<file path="src/rtl/cbfl_pkg.sv">
// ----------------------------------------------------------------------------
// cbfl_pkg
// Shared codes for the child box flow layout: layout modes and register map.
// ----------------------------------------------------------------------------
package cbfl_pkg;

  // layout mode register codes; the spare code falls back to block flow
  typedef enum logic [1:0] {
    MODE_BLOCKS  = 2'd0,
    MODE_ROWS    = 2'd1,
    MODE_COLUMNS = 2'd2
  } cbfl_mode_t;

  localparam int unsigned CFG_IDX_BITS = 4;

  typedef enum logic [CFG_IDX_BITS-1:0] {
    REG_LAYOUT_MODE = 4'd0,
    REG_INNER_WIDTH = 4'd1
  } cbfl_reg_t;

endpackage

</file>
<file path="src/rtl/child_box_flow_layout.sv">
// ----------------------------------------------------------------------------
// child_box_flow_layout
// Flow layout of child boxes with line wrap, rows and columns modes.
// ----------------------------------------------------------------------------
// One child per cycle unless stalled: each transfer is placed in the cycle
// it is accepted, against the running cursor and extent registers. A
// two-entry output buffer (result register plus skid register) registers the
// result and keeps the input open while one result waits; in_stall rises
// only when both entries are full. Configuration writes are always taken
// (cfg_ready is tied high) and must be made while no child is in flight.
// The running state clears after each child marked last_child.
module child_box_flow_layout
  import cbfl_pkg::*;
#(
  parameter int unsigned COORD_BITS = 16
) (
  input  logic                    clk,
  input  logic                    rst_n,
  input  logic                    in_valid,
  output logic                    in_stall,
  input  logic [COORD_BITS-1:0]   in_child_width,
  input  logic [COORD_BITS-1:0]   in_child_height,
  input  logic                    in_is_absolute,
  input  logic                    in_last_child,
  output logic                    out_valid,
  input  logic                    out_stall,
  output logic [COORD_BITS-1:0]   out_offset_x,
  output logic [COORD_BITS-1:0]   out_offset_y,
  output logic [COORD_BITS-1:0]   out_total_width,
  output logic [COORD_BITS-1:0]   out_total_height,
  output logic                    out_last,
  input  logic                    cfg_valid,
  output logic                    cfg_ready,
  input  logic [CFG_IDX_BITS-1:0] cfg_index,
  input  logic [COORD_BITS-1:0]   cfg_data
);

  localparam int unsigned RES_BITS = 4 * COORD_BITS + 1;

  logic [1:0]            mode_r;
  logic [COORD_BITS-1:0] inner_w_r;

  logic                  in_xfer;
  logic                  out_free;
  logic [COORD_BITS-1:0] p_ox, p_oy, p_cw, p_ch;
  logic [RES_BITS-1:0]   res_new;
  logic [RES_BITS-1:0]   out_data_r;
  logic [RES_BITS-1:0]   skid_data_r;
  logic                  out_valid_r;
  logic                  skid_valid_r;

  assign cfg_ready = 1'b1;

  always_ff @(posedge clk) begin
    if (!rst_n) begin
      mode_r    <= MODE_BLOCKS;
      inner_w_r <= '0;
    end else if (cfg_valid) begin
      case (cfg_index)
        REG_LAYOUT_MODE: mode_r    <= cfg_data[1:0];
        REG_INNER_WIDTH: inner_w_r <= cfg_data;
        default: ;
      endcase
    end
  end

  assign in_stall = skid_valid_r;
  assign in_xfer  = in_valid && !skid_valid_r;

  cbfl_place #(
    .COORD_BITS (COORD_BITS)
  ) u_place (
    .clk          (clk),
    .rst_n        (rst_n),
    .accept       (in_xfer),
    .layout_mode  (mode_r),
    .inner_width  (inner_w_r),
    .child_width  (in_child_width),
    .child_height (in_child_height),
    .is_absolute  (in_is_absolute),
    .last_child   (in_last_child),
    .offset_x     (p_ox),
    .offset_y     (p_oy),
    .total_width  (p_cw),
    .total_height (p_ch)
  );

  assign res_new  = {p_ox, p_oy, p_cw, p_ch, in_last_child};
  assign out_free = !out_valid_r || !out_stall;

  always_ff @(posedge clk) begin
    if (!rst_n) begin
      out_valid_r  <= 1'b0;
      skid_valid_r <= 1'b0;
    end else if (out_free) begin
      if (skid_valid_r) begin
        out_valid_r  <= 1'b1;
        skid_valid_r <= 1'b0;
      end else begin
        out_valid_r  <= in_xfer;
      end
    end else if (in_xfer) begin
      skid_valid_r <= 1'b1;
    end
  end

  always_ff @(posedge clk) begin
    if (out_free) begin
      if (skid_valid_r) begin
        out_data_r <= skid_data_r;
      end else if (in_xfer) begin
        out_data_r <= res_new;
      end
    end else if (in_xfer) begin
      skid_data_r <= res_new;
    end
  end

  assign out_valid = out_valid_r;
  assign {out_offset_x, out_offset_y, out_total_width, out_total_height, out_last} =
    out_data_r;

endmodule

</file>
<file path="src/rtl/cbfl_place.sv">
// ----------------------------------------------------------------------------
// cbfl_place
// Running layout state and the combinational placement of one child box.
// ----------------------------------------------------------------------------
module cbfl_place
  import cbfl_pkg::*;
#(
  parameter int unsigned COORD_BITS = 16
) (
  input  logic                  clk,
  input  logic                  rst_n,
  input  logic                  accept,
  input  logic [1:0]            layout_mode,
  input  logic [COORD_BITS-1:0] inner_width,
  input  logic [COORD_BITS-1:0] child_width,
  input  logic [COORD_BITS-1:0] child_height,
  input  logic                  is_absolute,
  input  logic                  last_child,
  output logic [COORD_BITS-1:0] offset_x,
  output logic [COORD_BITS-1:0] offset_y,
  output logic [COORD_BITS-1:0] total_width,
  output logic [COORD_BITS-1:0] total_height
);

  function automatic logic [COORD_BITS-1:0] sat_add(input logic [COORD_BITS-1:0] a,
                                                    input logic [COORD_BITS-1:0] b);
    logic [COORD_BITS:0] s;
    s = {1'b0, a} + {1'b0, b};
    return s[COORD_BITS] ? {COORD_BITS{1'b1}} : s[COORD_BITS-1:0];
  endfunction

  function automatic logic [COORD_BITS-1:0] umax(input logic [COORD_BITS-1:0] a,
                                                 input logic [COORD_BITS-1:0] b);
    return (a > b) ? a : b;
  endfunction

  logic [COORD_BITS-1:0] cursor_x_r, cursor_x_nxt;
  logic [COORD_BITS-1:0] cursor_y_r, cursor_y_nxt;
  logic [COORD_BITS-1:0] line_h_r, line_h_nxt;
  logic [COORD_BITS-1:0] ext_w_r, ext_w_nxt;
  logic [COORD_BITS-1:0] ext_h_r, ext_h_nxt;

  logic                  blocks;
  logic [COORD_BITS:0]   reach;
  logic                  wrap;
  logic [COORD_BITS-1:0] bx, by, bline;
  logic [COORD_BITS-1:0] fx, fy, fline, few, feh;

  assign blocks = !((layout_mode == MODE_ROWS) || (layout_mode == MODE_COLUMNS));

  // block flow: wrap test uses the exact sum, not the saturated one
  assign reach = {1'b0, cursor_x_r} + {1'b0, child_width};
  assign wrap  = reach > {1'b0, inner_width};
  assign bx    = wrap ? '0 : cursor_x_r;
  assign by    = (wrap && (cursor_x_r != '0)) ? sat_add(cursor_y_r, line_h_r) : cursor_y_r;
  assign bline = wrap ? '0 : line_h_r;

  always_comb begin
    fx    = cursor_x_r;
    fy    = cursor_y_r;
    fline = line_h_r;
    few   = ext_w_r;
    feh   = ext_h_r;
    offset_x = '0;
    offset_y = '0;
    if (!is_absolute) begin
      case (layout_mode)
        MODE_ROWS: begin
          offset_x = cursor_x_r;
          offset_y = cursor_y_r;
          fy  = sat_add(cursor_y_r, child_height);
          feh = sat_add(ext_h_r, child_height);
          few = umax(ext_w_r, child_width);
        end
        MODE_COLUMNS: begin
          offset_x = cursor_x_r;
          offset_y = cursor_y_r;
          fx  = sat_add(cursor_x_r, child_width);
          few = sat_add(ext_w_r, child_width);
          feh = umax(ext_h_r, child_height);
        end
        default: begin
          offset_x = bx;
          offset_y = by;
          fy    = by;
          fline = umax(bline, child_height);
          fx    = sat_add(bx, child_width);
          few   = umax(ext_w_r, fx);
          feh   = umax(ext_h_r, by);
        end
      endcase
    end
  end

  // the last line only counts toward the height once the run is finished
  assign total_width  = few;
  assign total_height = (last_child && blocks) ? sat_add(feh, fline) : feh;

  always_comb begin
    cursor_x_nxt = cursor_x_r;
    cursor_y_nxt = cursor_y_r;
    line_h_nxt   = line_h_r;
    ext_w_nxt    = ext_w_r;
    ext_h_nxt    = ext_h_r;
    if (accept) begin
      if (last_child) begin
        cursor_x_nxt = '0;
        cursor_y_nxt = '0;
        line_h_nxt   = '0;
        ext_w_nxt    = '0;
        ext_h_nxt    = '0;
      end else begin
        cursor_x_nxt = fx;
        cursor_y_nxt = fy;
        line_h_nxt   = fline;
        ext_w_nxt    = few;
        ext_h_nxt    = feh;
      end
    end
  end

  always_ff @(posedge clk) begin
    if (!rst_n) begin
      cursor_x_r <= '0;
      cursor_y_r <= '0;
      line_h_r   <= '0;
      ext_w_r    <= '0;
      ext_h_r    <= '0;
    end else begin
      cursor_x_r <= cursor_x_nxt;
      cursor_y_r <= cursor_y_nxt;
      line_h_r   <= line_h_nxt;
      ext_w_r    <= ext_w_nxt;
      ext_h_r    <= ext_h_nxt;
    end
  end

endmodule

</file>
<file path="config.mk">
export PLATFORM = sky130hd
export DESIGN_NAME = child_box_flow_layout
export DESIGN_NICKNAME = d
export VERILOG_FILES = /design/src/rtl/cbfl_pkg.sv /design/src/rtl/child_box_flow_layout.sv /design/src/rtl/cbfl_place.sv
export SDC_FILE = /design/constraint.sdc
export NUM_CORES = 1
export LEC_CHECK = 0
export ABC_AREA = 1
export BUFFER_PORTS_ARGS = -buffer_cell sky130_fd_sc_hd__buf_2
export CORE_MARGIN = 4
export CORE_UTILIZATION = 37
export CTS_BUF_LIST = sky130_fd_sc_hd__clkbuf_8
export CTS_CLUSTER_SIZE = 40
export DETAILED_ROUTE_END_ITERATION = 6
export SKIP_CTS_REPAIR_TIMING = 1
export SYNTH_ARGS = -nofsm -noshare
export SYNTH_HDL_FRONTEND = slang
export SYNTH_SLANG_ARGS = --single-unit
</file>
<file path="constraint.sdc">
create_clock -name clk -period 6.6 [get_ports clk]
set_input_delay 0.33 -clock clk [delete_from_list [all_inputs] [get_ports clk]]
set_output_delay 0.33 -clock clk [all_outputs]
set_load 0.02 [all_outputs]
</file>
==> impl_metrics.tcl <==
set metrics [dict create \
    htree_levels 2 \
    ys_ff_latch 230 \
    synth.distinct_cells 58 \
    synth_cells 2543 \
    dpl.cell_count 3542 \
    drt_iter0_markers 1383 \
    worst_ep_required_time_ns 6.95 \
    setup_viol 80 \
    wirelength_um 67090 \
    port_buffers 125 \
    crit_type "flip-flop to flip-flop" \
    grt_pass1_vias 17920 \
    gp_congestion 1.017 \
    crit_path_start_kind "flip-flop" \
    layout-drive-gt1-share 0.2714 \
    syn2layout_area_growth_pct 30.45 \
    design.core.area_um2 49970 \
    crit_top_cell "a21oi_2" \
    num_rows 82 \
    vias_per_cell 5.215 \
    crit_arrival_ns 7.79 \
    power_density_nw_per_um2 231.2 \
    clock_path_buffers 3 \
    critPathSlowestCell "a2111oi_4" \
    clock_latency_ns 0.62 \
    seq_area_frac_synth 0.3166 \
    worst_clock_skew_ns 0.04741 \
    drc 0 \
    ant_nets 0 \
    critPathMaxFanout 7 \
    vdd_ir_drop_max_mv 0.1298 \
    min_period_ns 7.439 \
    chipWidth_um 232.5 \
    max_cap_violations 0 \
    syn_nets 2818 \
    antenna_found_initial 0 \
    rsz0062_at_grt "true" \
    critical-path-top-delay-family "compound AO/OA/AOI/OAI gates" \
    period_share 1.127 \
    path_clk_slew_ns 0.08 \
    io-pin-count 127 \
    synth_area_um2 18650 \
    chipHeight_um 232.5 \
    root_buffer "clkbuf_8" \
    hpwlAfterDp_um 51610 \
    ys_warn_count 0 \
    power_mw 5.627 \
    end_kind "flip-flop" \
    overflow 0 \
    layout.cells.non_filler 3665 \
    wl_per_cell_um 18.31 \
    fin_nets 3232 \
    final_hold_viol_count 0 \
    grt_use_total 0.2354 \
    via_count 19110 \
    numCtsBuffers 43 \
    worst_slew_pin_slew_ns 1.341 \
    grt_max_degree 99 \
    clock-sinks 230 \
    cp_slowest_stage_delay_ns 0.44 \
    first_pass_iters 7 \
    power.leakage_nw 11.34 \
    relSlewSlack 0.1026 \
    die_area_um2 54070 \
    critPathBufInv 8 \
    slew_viol_final 0 \
    outcome "finished with violations" \
    cts_tree "done" \
    grt_pass1_wl_um 100600 \
    initial_core_util 0.3733 \
    violations "negative setup slack" \
    layout_setup_ws_ns -0.8394 \
    timing.fmax_ghz 0.1344 \
    hold_path.class "input port to flip-flop" \
    fin_hold_ws_ns 0.005502 \
    syn_avg_cell_area_um2 7.335 \
    fin_util 0.4870 \
]
[per-stage QoR]
stage | setup WS, ns | TNS (ns) | cell area (um^2)
floorplan | 0.01468 | 0 | 18790
global placement | -0.8984 | -61.11 | 22120
detailed placement | -0.9268 | -64.70 | 22120
CTS | -0.8757 | -59.85 | 22990
global route | -1.250 | -84.53 | 24330
finish | -0.8394 | -51.04 | 24330
[cell families (layout without fill, tap and decap cells)]
| logic type | after synthesis | count (layout) | share of synthesized area |
|---|---|---|---|
| flops | 230 | 230 | 0.3166 |
| xor+xnor | 70 | 70 | 0.03287 |
| buf+inv | 378 | 827 | 0.07761 |
| other cells | 1 | 2 | 0.0002010 |
| fa+ha+maj | 216 | 216 | 0.1477 |
| simple gates | 996 | 996 | 0.2262 |
| compound gates | 652 | 652 | 0.1988 |
[registers in the layout (all words and copies together), names as in the netlist, 2 cells and up]
signal and count:
out_data_r 65, skid_data_r 65, inner_w_r 16, u_place.cursor_x_r 16
u_place.cursor_y_r 16, u_place.ext_h_r 16, u_place.ext_w_r 16, u_place.line_h_r 16
mode_r 2
[worst reg2reg max path, delay by kind of cell, from the launching register on]
| family | cells | cell delay [ns] |
|---|---|---|
| XOR/XNOR | 1 | 0.20 |
| flip-flops | 1 | 0.34 |
| AND/OR/NAND/NOR | 18 | 2.20 |
| adder cells (fa/ha/maj) | 4 | 1.08 |
| buffers and inverters | 8 | 0.82 |
| AO/OA/AOI/OAI | 16 | 2.53 |
[worst paths after layout]
| check | depth (start not counted) | slack (ns) | startpoint | to |
|---|---|---|---|---|
| worst max-delay path | 47 | -0.84 | u_place.cursor_x_r[2] | out_data_r[8] |
| worst min-delay path | 3 | 0.006 | cfg_data[8] | inner_w_r[8] |
| worst max register to register | 47 | -0.84 | u_place.cursor_x_r[2] | out_data_r[8] |
| worst min register to register | 2 | 0.46 | inner_w_r[0] | inner_w_r[0] |
[final cells by class]
type	count	area, um^2
Multi-Input combinational cell	1935	12370
Inverter	276	1057
Tap cell	672	840.8
Antenna cell	1	2.502
Clock inverter	31	190.2
Clock buffer	49	674.4
Timing Repair inverter	1	7.507
Timing Repair Buffer	470	3282
Sequential cell	230	5909
Fill cell	4873	25630
[metal layers]
metal | track usage | up-vias | part of all wire
met5 | 0 | - | 0
met4 | 0.07322 | 0 | 0.028
met3 | 0.04860 | 106 | 0.078
met2 | 0.3432 | 635 | 0.41
met1 | 0.3478 | 8869 | 0.48
li1 | - | 9503 | -
[placed cells by master (no fill, tap or decap), drive strengths merged, types with 18 or more instances in the layout]
cell	n
dfxtp	100
o211ai	30
inv	285
a21oi	302
edfxtp	130
or2	21
buf	470
o21ai	200
o22ai	29
nand2	635
ha	209
nand4	18
clkbuf	49
nor3	29
nor2	137
xor2	53
nand3	133
[power by group]
group	internal (mW)	switching, mW
clock	0.761	0.663
sequential	1.65	0.0715
combinational	1.07	1.40
[cell usage after synthesis (all sizes together)]
library cell | instances | area, um^2
edfxtp | 130 | 3904
nand2 | 635 | 2441
nand3 | 133 | 708.2
xor2 | 53 | 464.2
dfxtp | 100 | 2002
and3 | 1 | 6.260
o2111ai | 12 | 105.1
or2 | 21 | 131.4
o21a | 9 | 67.56
o211ai | 30 | 225.2
nor2 | 137 | 516.8
nor4 | 14 | 93.84
xnor2 | 17 | 148.9
nand4 | 18 | 118.9
ha | 209 | 2615
a21boi | 15 | 123.9
conb | 1 | 3.750
nor3b | 1 | 7.510
a211oi | 2 | 15.01
clkbuf | 87 | 326.6
nor3 | 29 | 145.1
o221ai | 10 | 87.58
o21bai | 17 | 127.6
a21oi | 302 | 1538
a221oi | 1 | 8.760
inv | 272 | 1021
o21ai | 200 | 1001
a32o | 1 | 10.01
fa | 7 | 140.1
and2 | 2 | 12.51
a31oi | 7 | 43.79
a21o | 9 | 67.56
a31o | 1 | 8.760
a22oi | 1 | 7.510
clkinv | 4 | 15.01
buf | 15 | 85.08
o31ai | 5 | 37.54
o22ai | 29 | 225.2
a2111oi | 1 | 8.760
nand3b | 5 | 37.54
(Power assumes the default switching activity.)
